[config.mk]
export PLATFORM = sky130hd
export DESIGN_NAME = dirty_rect_accumulator_flat
export DESIGN_NICKNAME = d
export VERILOG_FILES = /design/src/rtl/dra_pkg.sv /design/src/rtl/dra_if.sv /design/src/rtl/dra_cfg_regs.sv /design/src/rtl/dra_clip.sv /design/src/rtl/dra_box.sv /design/src/rtl/dirty_rect_accumulator.sv /design/src/flat_wrapper.sv
export SDC_FILE = /design/constraint.sdc
export NUM_CORES = 1
export LEC_CHECK = 0
export BUFFER_PORTS_ARGS = -buffer_cell sky130_fd_sc_hd__buf_2
export CORE_ASPECT_RATIO = 1.75
export CORE_MARGIN = 3
export CORE_UTILIZATION = 65
export CTS_CLUSTER_DIAMETER = 30
export DETAILED_ROUTE_END_ITERATION = 16
export PLACE_DENSITY = 0.95
export SETUP_SLACK_MARGIN = 0.3
export SLEW_MARGIN = 20
export SYNTH_ARGS = -nofsm -noshare
export SYNTH_HDL_FRONTEND = slang
export SYNTH_SLANG_ARGS = --single-unit
[constraint.sdc]
create_clock -name i_clk -period 29.3 [get_ports i_clk]
set_input_delay 5.86 -clock i_clk [delete_from_list [all_inputs] [get_ports i_clk]]
set_output_delay 5.86 -clock i_clk [all_outputs]
set_load 0.1 [all_outputs]
[src/rtl/dra_pkg.sv]
package dra_pkg;

    localparam int COORD_BITS   = 12;
    localparam int RECT_BITS    = 16;
    // wide enough for any non-negative rect edge and any coordinate
    localparam int CMP_BITS     = RECT_BITS + 1;
    localparam int CFG_IDX_BITS = 3;

    localparam logic [CFG_IDX_BITS-1:0] CFG_FRAME_WIDTH   = CFG_IDX_BITS'(0);
    localparam logic [CFG_IDX_BITS-1:0] CFG_FRAME_HEIGHT  = CFG_IDX_BITS'(1);
    localparam logic [CFG_IDX_BITS-1:0] CFG_OBJ_CLIP_LEFT = CFG_IDX_BITS'(2);
    localparam logic [CFG_IDX_BITS-1:0] CFG_OBJ_CLIP_TOP  = CFG_IDX_BITS'(3);
    localparam logic [CFG_IDX_BITS-1:0] CFG_OBJ_CLIP_RIGHT  = CFG_IDX_BITS'(4);
    localparam logic [CFG_IDX_BITS-1:0] CFG_OBJ_CLIP_BOTTOM = CFG_IDX_BITS'(5);
    localparam logic [CFG_IDX_BITS-1:0] CFG_OBJ_CLIP_EN   = CFG_IDX_BITS'(6);

    typedef enum logic [1:0] {
        OP_ADD        = 2'd0,
        OP_RESET      = 2'd1,
        OP_BEGIN_CLIP = 2'd2,
        OP_END_CLIP   = 2'd3
    } t_op;

    typedef logic [COORD_BITS-1:0]       t_coord;
    typedef logic signed [RECT_BITS-1:0] t_rcoord;

    typedef struct packed {
        t_coord left;
        t_coord top;
        t_coord right;
        t_coord bottom;
    } t_rect;

    typedef struct packed {
        t_coord frame_width;
        t_coord frame_height;
        t_rect  obj_clip;
        logic   obj_clip_en;
    } t_cfg;

    typedef struct packed {
        t_op     op;
        t_rcoord left;
        t_rcoord top;
        t_rcoord right;
        t_rcoord bottom;
    } t_item;

    // damage clip state seen by the clip stage
    typedef struct packed {
        t_rect edges;
        logic  active;
    } t_dclip;

    // clamped and clipped rectangle of an add
    typedef struct packed {
        t_rect rect;
        logic  empty;
    } t_clip_res;

    typedef struct packed {
        t_rect box;
        logic  nonempty;
        logic  begun;
    } t_result;

    function automatic t_coord clamp_edge(t_rcoord v, t_coord hi);
        logic [CMP_BITS-1:0] vz;
        logic [CMP_BITS-1:0] hz;
        vz = CMP_BITS'($unsigned(v));
        hz = CMP_BITS'(hi);
        if (v < 0) begin
            return '0;
        end else if (vz > hz) begin
            return hi;
        end else begin
            return COORD_BITS'(vz);
        end
    endfunction

    function automatic logic rect_zero_area(t_rect r);
        return (r.left >= r.right) || (r.top >= r.bottom);
    endfunction

    function automatic t_rect rect_isect(t_rect a, t_rect b);
        t_rect r;
        r.left   = (a.left   > b.left)   ? a.left   : b.left;
        r.top    = (a.top    > b.top)    ? a.top    : b.top;
        r.right  = (a.right  < b.right)  ? a.right  : b.right;
        r.bottom = (a.bottom < b.bottom) ? a.bottom : b.bottom;
        return r;
    endfunction

    function automatic t_rect rect_union(t_rect a, t_rect b);
        t_rect r;
        r.left   = (a.left   < b.left)   ? a.left   : b.left;
        r.top    = (a.top    < b.top)    ? a.top    : b.top;
        r.right  = (a.right  > b.right)  ? a.right  : b.right;
        r.bottom = (a.bottom > b.bottom) ? a.bottom : b.bottom;
        return r;
    endfunction

endpackage

[src/rtl/dra_if.sv]
interface dra_in_if import dra_pkg::*; ();
    logic    valid;
    logic    ready;
    t_op     operation;
    t_rcoord rect_left;
    t_rcoord rect_top;
    t_rcoord rect_right;
    t_rcoord rect_bottom;

    modport source (output valid, operation, rect_left, rect_top, rect_right, rect_bottom,
                    input ready);
    modport sink   (input valid, operation, rect_left, rect_top, rect_right, rect_bottom,
                    output ready);
endinterface

interface dra_out_if import dra_pkg::*; ();
    logic   valid;
    logic   ready;
    t_coord damage_left;
    t_coord damage_top;
    t_coord damage_right;
    t_coord damage_bottom;
    logic   damage_nonempty;
    logic   clip_begun;

    modport source (output valid, damage_left, damage_top, damage_right, damage_bottom,
                    damage_nonempty, clip_begun, input ready);
    modport sink   (input valid, damage_left, damage_top, damage_right, damage_bottom,
                    damage_nonempty, clip_begun, output ready);
endinterface

interface dra_cfg_if import dra_pkg::*; ();
    logic                    valid;
    logic                    ready;
    logic [CFG_IDX_BITS-1:0] index;
    t_coord                  data;

    modport source (output valid, index, data, input ready);
    modport sink   (input valid, index, data, output ready);
endinterface

[src/rtl/dra_cfg_regs.sv]
module dra_cfg_regs import dra_pkg::*; (
    input  logic     i_clk,
    input  logic     i_rst_n,
    dra_cfg_if.sink  i_cfg,
    output t_cfg     o_cfg
);

    t_cfg r_cfg;

    assign i_cfg.ready = 1'b1;
    assign o_cfg       = r_cfg;

    always_ff @(posedge i_clk) begin
        if (!i_rst_n) begin
            r_cfg <= '0;
        end else if (i_cfg.valid) begin
            case (i_cfg.index)
                CFG_FRAME_WIDTH:     r_cfg.frame_width     <= i_cfg.data;
                CFG_FRAME_HEIGHT:    r_cfg.frame_height    <= i_cfg.data;
                CFG_OBJ_CLIP_LEFT:   r_cfg.obj_clip.left   <= i_cfg.data;
                CFG_OBJ_CLIP_TOP:    r_cfg.obj_clip.top    <= i_cfg.data;
                CFG_OBJ_CLIP_RIGHT:  r_cfg.obj_clip.right  <= i_cfg.data;
                CFG_OBJ_CLIP_BOTTOM: r_cfg.obj_clip.bottom <= i_cfg.data;
                CFG_OBJ_CLIP_EN:     r_cfg.obj_clip_en     <= i_cfg.data[0];
                default: ;
            endcase
        end
    end

endmodule

[src/rtl/dra_clip.sv]
module dra_clip import dra_pkg::*; (
    input  t_item     i_item,
    input  t_cfg      i_cfg,
    input  t_dclip    i_dclip,
    output t_clip_res o_clip
);

    t_rect w_clamped;
    t_rect w_dclipped;
    t_rect w_oclipped;

    always_comb begin
        w_clamped.left   = clamp_edge(i_item.left,   i_cfg.frame_width);
        w_clamped.top    = clamp_edge(i_item.top,    i_cfg.frame_height);
        w_clamped.right  = clamp_edge(i_item.right,  i_cfg.frame_width);
        w_clamped.bottom = clamp_edge(i_item.bottom, i_cfg.frame_height);

        w_dclipped = i_dclip.active ? rect_isect(w_clamped, i_dclip.edges) : w_clamped;
        w_oclipped = i_cfg.obj_clip_en ? rect_isect(w_dclipped, i_cfg.obj_clip) : w_dclipped;

        o_clip.rect  = w_oclipped;
        o_clip.empty = rect_zero_area(w_oclipped);
    end

endmodule

[src/rtl/dra_box.sv]
module dra_box import dra_pkg::*; (
    input  logic      i_clk,
    input  logic      i_rst_n,
    input  logic      i_step,
    input  t_op       i_op,
    input  t_clip_res i_clip,
    output t_dclip    o_dclip,
    output t_result   o_result
);

    t_rect   r_box;
    t_dclip  r_dclip;
    t_result r_result;

    t_rect   n_box;
    t_dclip  n_dclip;
    logic    n_begun;

    always_comb begin
        n_box   = r_box;
        n_dclip = r_dclip;
        n_begun = 1'b0;
        case (i_op)
            OP_ADD: begin
                if (!i_clip.empty) begin
                    n_box = rect_zero_area(r_box) ? i_clip.rect : rect_union(r_box, i_clip.rect);
                end
            end
            OP_RESET: begin
                n_box = '0;
            end
            OP_BEGIN_CLIP: begin
                if (!rect_zero_area(r_box)) begin
                    n_dclip.edges  = r_box;
                    n_dclip.active = 1'b1;
                    n_begun        = 1'b1;
                end
            end
            OP_END_CLIP: begin
                n_dclip.active = 1'b0;
            end
            default: ;
        endcase
    end

    always_ff @(posedge i_clk) begin
        if (!i_rst_n) begin
            r_box   <= '0;
            r_dclip <= '0;
        end else if (i_step) begin
            r_box   <= n_box;
            r_dclip <= n_dclip;
        end
    end

    // result payload, no reset
    always_ff @(posedge i_clk) begin
        if (i_step) begin
            r_result <= '{box: n_box, nonempty: !rect_zero_area(n_box), begun: n_begun};
        end
    end

    assign o_dclip  = r_dclip;
    assign o_result = r_result;

endmodule

[src/rtl/dirty_rect_accumulator.sv]
// Dirty rectangle accumulator: keeps one bounding box over all damage drawn in a frame.
// Each input transfer carries an operation: add (clamp the signed rectangle to the frame,
// intersect with the damage clip when active and the object clip when enabled, then
// merge into the box unless empty), reset (clear the box), begin clip (copy a non-empty
// box into the damage clip, clip_begun = 1) or end clip (drop the damage clip). Every
// input transfer yields exactly one output transfer with the box after that step.
// Throughput is one transfer per cycle while the output is ready; each input transfer
// passes the input register, then the clip/merge logic into the box and result register,
// before output valid rises. The per-item path is the clamp, two intersections and the
// min/max merge feeding back into the box register. Configuration is to be written only
// while the block is idle; the user is bound to this and the block itself does not enforce
// it. The config channel is always ready. No clearing pass after reset.
module dirty_rect_accumulator import dra_pkg::*; (
    input  logic      i_clk,
    input  logic      i_rst_n,
    dra_in_if.sink    i_in,
    dra_cfg_if.sink   i_cfg,
    dra_out_if.source o_res
);

    // input register
    logic    r_in_valid;
    t_item   r_item;
    // output register control; payload sits in dra_box
    logic    r_out_valid;

    logic      w_step;
    t_cfg      w_cfg;
    t_dclip    w_dclip;
    t_clip_res w_clip;
    t_result   w_result;

    // item moves into the result register when the output slot is free or being drained
    assign w_step     = r_in_valid && (!r_out_valid || o_res.ready);
    assign i_in.ready = !r_in_valid || w_step;

    always_ff @(posedge i_clk) begin
        if (!i_rst_n) begin
            r_in_valid  <= 1'b0;
            r_out_valid <= 1'b0;
        end else begin
            if (i_in.ready) begin
                r_in_valid <= i_in.valid;
            end
            if (w_step) begin
                r_out_valid <= 1'b1;
            end else if (o_res.ready) begin
                r_out_valid <= 1'b0;
            end
        end
    end

    always_ff @(posedge i_clk) begin
        if (i_in.valid && i_in.ready) begin
            r_item <= '{op:     i_in.operation,
                        left:   i_in.rect_left,
                        top:    i_in.rect_top,
                        right:  i_in.rect_right,
                        bottom: i_in.rect_bottom};
        end
    end

    dra_cfg_regs u_cfg (
        .i_clk   (i_clk),
        .i_rst_n (i_rst_n),
        .i_cfg   (i_cfg),
        .o_cfg   (w_cfg)
    );

    dra_clip u_clip (
        .i_item  (r_item),
        .i_cfg   (w_cfg),
        .i_dclip (w_dclip),
        .o_clip  (w_clip)
    );

    dra_box u_box (
        .i_clk    (i_clk),
        .i_rst_n  (i_rst_n),
        .i_step   (w_step),
        .i_op     (r_item.op),
        .i_clip   (w_clip),
        .o_dclip  (w_dclip),
        .o_result (w_result)
    );

    assign o_res.valid           = r_out_valid;
    assign o_res.damage_left     = w_result.box.left;
    assign o_res.damage_top      = w_result.box.top;
    assign o_res.damage_right    = w_result.box.right;
    assign o_res.damage_bottom   = w_result.box.bottom;
    assign o_res.damage_nonempty = w_result.nonempty;
    assign o_res.clip_begun      = w_result.begun;

endmodule

[src/flat_wrapper.sv]
// flat-port wrapper written by rule: the top's interface ports become plain ports
module dirty_rect_accumulator_flat import dra_pkg::*;
  (i_clk, i_rst_n, i_in_valid, i_in_operation, i_in_rect_left, i_in_rect_top, i_in_rect_right, i_in_rect_bottom, i_in_ready, i_cfg_valid, i_cfg_index, i_cfg_data, i_cfg_ready, o_res_valid, o_res_damage_left, o_res_damage_top, o_res_damage_right, o_res_damage_bottom, o_res_damage_nonempty, o_res_clip_begun, o_res_ready);
  dra_in_if i_in_i ();
  dra_cfg_if i_cfg_i ();
  dra_out_if o_res_i ();
  input  logic i_clk;
  input  logic i_rst_n;
  input wire logic [$bits(i_in_i.valid)-1:0] i_in_valid;
  input wire logic [$bits(i_in_i.operation)-1:0] i_in_operation;
  input wire logic [$bits(i_in_i.rect_left)-1:0] i_in_rect_left;
  input wire logic [$bits(i_in_i.rect_top)-1:0] i_in_rect_top;
  input wire logic [$bits(i_in_i.rect_right)-1:0] i_in_rect_right;
  input wire logic [$bits(i_in_i.rect_bottom)-1:0] i_in_rect_bottom;
  output wire logic [$bits(i_in_i.ready)-1:0] i_in_ready;
  input wire logic [$bits(i_cfg_i.valid)-1:0] i_cfg_valid;
  input wire logic [$bits(i_cfg_i.index)-1:0] i_cfg_index;
  input wire logic [$bits(i_cfg_i.data)-1:0] i_cfg_data;
  output wire logic [$bits(i_cfg_i.ready)-1:0] i_cfg_ready;
  output wire logic [$bits(o_res_i.valid)-1:0] o_res_valid;
  output wire logic [$bits(o_res_i.damage_left)-1:0] o_res_damage_left;
  output wire logic [$bits(o_res_i.damage_top)-1:0] o_res_damage_top;
  output wire logic [$bits(o_res_i.damage_right)-1:0] o_res_damage_right;
  output wire logic [$bits(o_res_i.damage_bottom)-1:0] o_res_damage_bottom;
  output wire logic [$bits(o_res_i.damage_nonempty)-1:0] o_res_damage_nonempty;
  output wire logic [$bits(o_res_i.clip_begun)-1:0] o_res_clip_begun;
  input wire logic [$bits(o_res_i.ready)-1:0] o_res_ready;
  assign i_in_i.valid = i_in_valid;
  assign i_in_i.operation = i_in_operation;
  assign i_in_i.rect_left = i_in_rect_left;
  assign i_in_i.rect_top = i_in_rect_top;
  assign i_in_i.rect_right = i_in_rect_right;
  assign i_in_i.rect_bottom = i_in_rect_bottom;
  assign i_in_ready = i_in_i.ready;
  assign i_cfg_i.valid = i_cfg_valid;
  assign i_cfg_i.index = i_cfg_index;
  assign i_cfg_i.data = i_cfg_data;
  assign i_cfg_ready = i_cfg_i.ready;
  assign o_res_valid = o_res_i.valid;
  assign o_res_damage_left = o_res_i.damage_left;
  assign o_res_damage_top = o_res_i.damage_top;
  assign o_res_damage_right = o_res_i.damage_right;
  assign o_res_damage_bottom = o_res_i.damage_bottom;
  assign o_res_damage_nonempty = o_res_i.damage_nonempty;
  assign o_res_clip_begun = o_res_i.clip_begun;
  assign o_res_i.ready = o_res_ready;
  dirty_rect_accumulator u_core (.i_clk(i_clk), .i_rst_n(i_rst_n), .i_in(i_in_i), .i_cfg(i_cfg_i), .o_res(o_res_i));
endmodule
-- Yosys cells after proc, flatten, opt, wreduce, memory -nomap -nowiden
Index checks and enable logic that the tools add are counted.
- register bits after elaboration: 288
- bits in latches: 0
- bits in writable memories: 0
- ROM bits: 0
- bits of input ports: 86
- output and inout bits: 53
- logic and storage cells: 119
- memories: 0
- $add $sub $neg: 0
- $mul: 0
- div/mod/pow operators: 0
- order comparisons: 26
- equal/unequal tests: 10
- shift-type cells: 0
- muxes and demuxes: 30
- bitwise operators: 1
- reduce and logical (&&, ||, !) cells: 23
- operator list (operator ; number):
    2-to-1 mux 12 bit ; 20
    2-to-1 mux 48 bit ; 4
    case mux 48 bit (2 select lines) ; 1
    greater-or-equal comparator 12 bit ; 6
    greater-than comparator 12 bit ; 6
    < comparator 12 bit ; 6
    greater-than comparator 16 x 12 -> 1 bit ; 4
    < comparator 16 x 1 -> 1 bit (second input constant) ; 4
    AND reduction 2 bit ; 7
    equality test 3 bit (second input constant) ; 3
    equality test 3 x 2 -> 1 bit (second input constant) ; 2
    AND reduction 3 bit ; 2
    logical OR 1 bit ; 5
    equality test 2 bit (second input constant) ; 2
    2-to-1 mux 1 bit ; 4
    nonzero test 2 bit ; 2
    equality test 3 x 1 -> 1 bit (second input constant) ; 1
    zero test 1 bit ; 3
    zero test 3 bit ; 1
    equality test 2 x 1 -> 1 bit (second input constant) ; 1
    logical AND 1 bit ; 2
    zero test 2 bit ; 1
    != test 2 bit (second input constant) ; 1
    case mux 1 bit (2 select lines) ; 1
    inverter 1 bit ; 1

-- Longest topological paths before layout
- word-level depth: 17
- gate-level depth with buffers: 57
- mapped depth without buffers: 52

-- By module
A second synthesis with hierarchy kept.
- cell total of the unflattened synthesis: 1987
- area total of the unflattened synthesis: 19312.3 µm²
- by module, submodules not included (module ; times used ; cells an instance ; area each (µm²)):
    dra_box ; 1 ; 817 ; 8252.9
    dra_clip ; 1 ; 839 ; 6304.8
    dra_cfg_regs ; 1 ; 256 ; 2668.8
    dirty_rect_accumulator ; 1 ; 75 ; 2085.8

-- Worst setup path before layout
No wires, ideal clock.
- kind: input -> output
- start point: input o_res_ready
- end point: output i_in_ready
- arrival time: 6.637 ns
- required time: 23.440 ns
- setup slack: 16.803 ns
- stages on the path: 2
- buffers on the path: 0
- path through: nor2b_1 > nand2_1
- word-level cells in the longest chain between the ends: 3
- RTL lines (element ; line ; text):
    start: declaration ; flat_wrapper.sv:27 ; input wire logic [$bits(o_res_i.ready)-1:0] o_res_ready;
    logical OR 1 bit ; dirty_rect_accumulator.sv:34 ; assign w_step = r_in_valid && (!r_out_valid || o_res.ready);
    logical AND 1 bit ; dirty_rect_accumulator.sv:34 ;
    logical OR 1 bit ; dirty_rect_accumulator.sv:35 ; assign i_in.ready = !r_in_valid || w_step;
    end: declaration ; flat_wrapper.sv:15 ; output wire logic [$bits(i_in_i.ready)-1:0] i_in_ready;
Every way passes these cells.

-- Final worst setup path
- start point: register u_core.u_cfg.r_cfg (netlist bit u_core.u_cfg.o_cfg[68])
- end point: register u_core.u_box.r_result (netlist bit u_core.u_box.o_result[1]) (data pin)
- word-level cells in the longest chain between the ends: 17
- RTL lines (element ; line ; text):
    start: declaration ; dra_cfg_regs.sv:8 ; t_cfg r_cfg;
    greater-than comparator 16 x 12 -> 1 bit ; dra_pkg.sv:74 ; end else if (vz > hz) begin
    2-to-1 mux 12 bit ; dra_pkg.sv:74 ;
    2-to-1 mux 12 bit ; dra_pkg.sv:72 ; if (v < 0) begin
    greater-than comparator 12 bit or < comparator 12 bit (tied branches) ; dra_pkg.sv:87, dra_pkg.sv:89 ;
    2-to-1 mux 12 bit (on tied branches) ; dra_pkg.sv:87, dra_pkg.sv:89 ;
    2-to-1 mux 48 bit (*) ; dra_clip.sv:18 ; w_dclipped = i_dclip.active ? rect_isect(w_clamped, i_dclip.edges) : w_clamped;
    greater-than comparator 12 bit or < comparator 12 bit (tied branches) ; dra_pkg.sv:87, dra_pkg.sv:89 ;
    2-to-1 mux 12 bit (on tied branches) ; dra_pkg.sv:87, dra_pkg.sv:89 ;
    2-to-1 mux 48 bit (*) ; dra_clip.sv:19 ; w_oclipped = i_cfg.obj_clip_en ? rect_isect(w_dclipped, i_cfg.obj_clip) : w_dclipped;
    < comparator 12 bit or greater-than comparator 12 bit (tied branches) ; dra_pkg.sv:96, dra_pkg.sv:98 ;
    2-to-1 mux 12 bit (on tied branches) ; dra_pkg.sv:96, dra_pkg.sv:98 ;
    2-to-1 mux 48 bit ; dra_box.sv:26 ; n_box = rect_zero_area(r_box) ? i_clip.rect : rect_union(r_box, i_clip.rect);
    2-to-1 mux 48 bit (*) ; dra_box.sv:25 ; if (!i_clip.empty) begin
    case mux 48 bit (2 select lines) (*) ; dra_box.sv:23 ; case (i_op)
    greater-or-equal comparator 12 bit ; dra_pkg.sv:82 ; return (r.left >= r.right) || (r.top >= r.bottom);
    logical OR 1 bit (*) ; dra_pkg.sv:82 ;
    zero test 1 bit (*) ; dra_box.sv:59 ; r_result <= '{box: n_box, nonempty: !rect_zero_area(n_box), begun: n_begun};
    end signal: assignment ; dra_box.sv:59 ;
    end: declaration ; dra_box.sv:13 ; t_result r_result;
Mark *: on every way between the ends. The rest lies on a longest branch, timed or not.
A chain may end at the register's enable or synchronous reset.

==> qor.csv <==
stage;metric;value;unit
status;status;finished, final reports clean;
sta;hold_ws;0.453;ns
finish;drive_above_1_share;13.1;%
floorplanning;die-area;30600;sq um
logic_synthesis;synth_top_area_share;18.9;%
power;clkPwrFrac;47.8;%
setup_path;crit_required;29.73;ns
logic_synthesis;synth-main-ff-cell;dfxtp_1;
sta;post-route-min-period;12.73;ns
floorplanning;die_height;229;um
power;combPwrFrac;11.0;%
logic_synthesis;synth_area;18500;sq um
logic_synthesis;synthArstFlopShare;0;%
logic_synthesis;synthTopCellsByArea;edfxtp_1 19%, dfxtp_1 19%, ha_1 16%, nand2_1 6.5%, a21oi_1 6.2%;
floorplanning;die_w;133;um
clocking;cts_max_level;2;
sta;period_share;43.4;%
clocking;post-cts-setup-buffers;0;
global_route;grt_pass1_wl;94.7;mm
finish;diodes;0;
sta;rsz0062_at_grt;no;
global_route;grt-ovfl-total;0;
setup_path;crit_path_start;u_core.u_cfg.o_cfg[68];
routing;wirelength;62.2;mm
logic_synthesis;synth_top_cell_by_area;edfxtp_1;
global_route;grt_max_degree;68;
finish;final_nets;2512;
clocking;cts_tree;built;
logic_synthesis;synth_area_per_cell;8.89;sq um
setup_path;crit_type;flip-flop to flip-flop;
finish;final_common_cell;nand2_1;
power;swShare;28.4;%
routing;drc;0;
finish;area_growth;12.9;%
clocking;clock_latency;0.57;ns
sta;clock_skew;0.0269;ns
setup_path;slowest_delay;0.83;ns
setup_path;cp_max_fo;29;
placed_design;dp.cells;2518;
logic_synthesis;yosysUniqueCellTypes;75;
logic_synthesis;yosys_register_bits;288;
sta;finalSetupViolations;0;
logic_synthesis;synth_edf_count;116;
placed_design;gp_congestion;1.03;
job;drv_cap;0;
routing;ant_nets;0;
power;leakage;8.09;nW
clocking;cts_hold_buf;0;
sta;drv_slew;0;
logic_synthesis;syn-num-nets;2402;
power;p_seq_share;41.2;%
routing;drt_iter0_markers;1497;
setup_path;path_buf_inv;2;
logic_synthesis;ys_warn_count;0;
routing;viasPerCell;6.64;
clocking;cts_sinks;288;
floorplanning;coreArea;28000;sq um
sta;tns;0;ns
finish;final_cells;2593;
setup_path;cp-start-kind;flip-flop;
sta;hold_violations;0;
logic_synthesis;syn-instance-count;2078;
setup_path;critical-path-slowest-cell;a2111oi_0;
power;internal_power;0.756;mW
sta;clock.fmax;78.6;MHz
hold_path;hp-class;flip-flop to flip-flop;
power;ir_drop;0.0564;mV
clocking;cts_resized;0;
setup_path;worstPathArrival;13.15;ns
clocking;cts_made_buffers;41;
global_route;grt_pass1_vias;17400;
clocking;clock_path_buffers;3;
floorplanning;ioPinCount;139;
routing;first_pass_iters;6;
setup_path;crit_family;compound AO/OA/AOI/OAI gates;
sta;slew_headroom;26.2;%
placed_design;dp_hpwl;45.5;mm
routing;num_vias;17200;
floorplanning;rows;81;
finish;utilization;74.5;%
global_route;grt_usage;40.2;%
routing;post_drt_wl_per_cell;24.0;um
power;powerDensity;50.6;nW/um^2
clocking;clock-root-buffer;clkbuf_16;
finish;layout_common_cells;321 x nand2_1, 238 x ha_1, 228 x a21oi_1;
logic_synthesis;synth_seq_area_share;37.5;%
clocking;path_clk_slew;0.06;ns
setup_path;cp-end-kind;flip-flop;
placed_design;port_buffers;137;
hold_path;hp-start;u_core.u_cfg.o_cfg[3];
setup_path;reg2reg_from;u_core.u_cfg.o_cfg[68];
global_route;antenna_found_initial;2;
power;net-switching-power;0.299;mW
floorplanning;start_util;66.0;%
sta;worstMarginPinSlew;1.11;ns
## cell type report
| class | instances | area [sq um] |
|---|---|---|
| timing repair buffer | 156 | 828 |
| clock inverter | 24 | 259 |
| clock buffer | 51 | 1160 |
| inverter | 199 | 748 |
| multi-input combinational | 1502 | 10500 |
| sequential | 288 | 6930 |
| fill | 2037 | 7120 |
| tap | 373 | 467 |
## worst min-delay path: stages, from the launching register on
cell and delay [ns]:
dfxtp_1 0.31, nand2_1 0.05, a21oi_1 0.05
## per-layer routing
layer	vias to the layer above	global-route usage, %	part of all wire (%)
met5	-	0	0.032
met4	2	42.3	14
met3	477	9.38	8.1
met2	999	67.8	48
met1	8009	38.0	31
li1	7728	-	-
## path summary, 6_finish.rpt
kind | endpoint | slack (ns) | cells past startpoint
min | u_core.u_cfg.o_cfg[3] | 0.45 | 2
max reg2reg | u_core.u_box.o_result[1] | 16.57 | 50
max | u_core.u_box.o_result[1] | 16.57 | 50
min reg2reg | u_core.u_cfg.o_cfg[3] | 0.45 | 2
## synth_stat cells, drive strengths merged, types with 3 or more instances
cell / number
o22ai: 11
o21a: 12
dfxtp: 172
mux2i: 31
mux2: 35
or2: 4
nand2b: 19
nand4: 23
and4: 5
or3: 9
o211ai: 17
nor2b: 25
a32oi: 15
a211o: 6
edfxtp: 116
nor3b: 4
and2: 10
a31oi: 5
o31ai: 17
a21o: 41
o221ai: 5
a211oi: 20
or4: 3
a21boi: 5
and3: 13
buf: 25
o21ai: 55
o2111ai: 3
a2bb2oi: 14
o2bb2ai: 71
inv: 199
a21oi: 229
ha: 238
maj3: 3
nand2: 323
a221o: 3
a2111oi: 6
xnor2: 4
nor3: 15
clkbuf: 64
nor2: 112
o21bai: 6
a32o: 28
nor4: 10
nand3: 27
## flip-flops by register name, summed over array words and instances (netlist names)
register,flops
u_core.r_item,66
u_core.u_box.r_box,48
u_core.u_cfg.o_cfg,73
u_core.u_box.o_dclip,49
u_core.o_res.valid,1
u_core.r_in_valid,1
u_core.u_box.o_result,50
## power by group through the flow
stage                     logic (mW)  registers (mW)  clock network [mW]
final                          0.116           0.435               0.504
after global routing           0.125           0.436               0.522
after CTS                      0.113           0.435               0.504
after detailed placement       0.111           0.443                   0
after global placement         0.107           0.443                   0
after floorplan               0.0657           0.455                   0
## cells by family after synthesis
family | count (synthesis) | share of synthesized area, %
simple gates | 603 | 14.6
compound gates | 587 | 21.6
flops | 288 | 37.5
buf+inv | 288 | 6.04
fa+ha+maj | 241 | 16.3
mux | 66 | 3.83
xor+xnor | 4 | 0.190
other cells | 1 | 0.0203
## through the flow
stage | power [mW] | area (sq um) | worst slack [ns]
final | 1.06 | 20900 | 16.57
after global placement | 0.550 | 19400 | 16.78
after global routing | 1.08 | 20900 | 15.80
after CTS | 1.05 | 20800 | 16.78
after floorplan | 0.520 | 18500 | 16.80
after detailed placement | 0.555 | 19400 | 16.77
No activity file was read; power rests on OpenSTA's default activity.
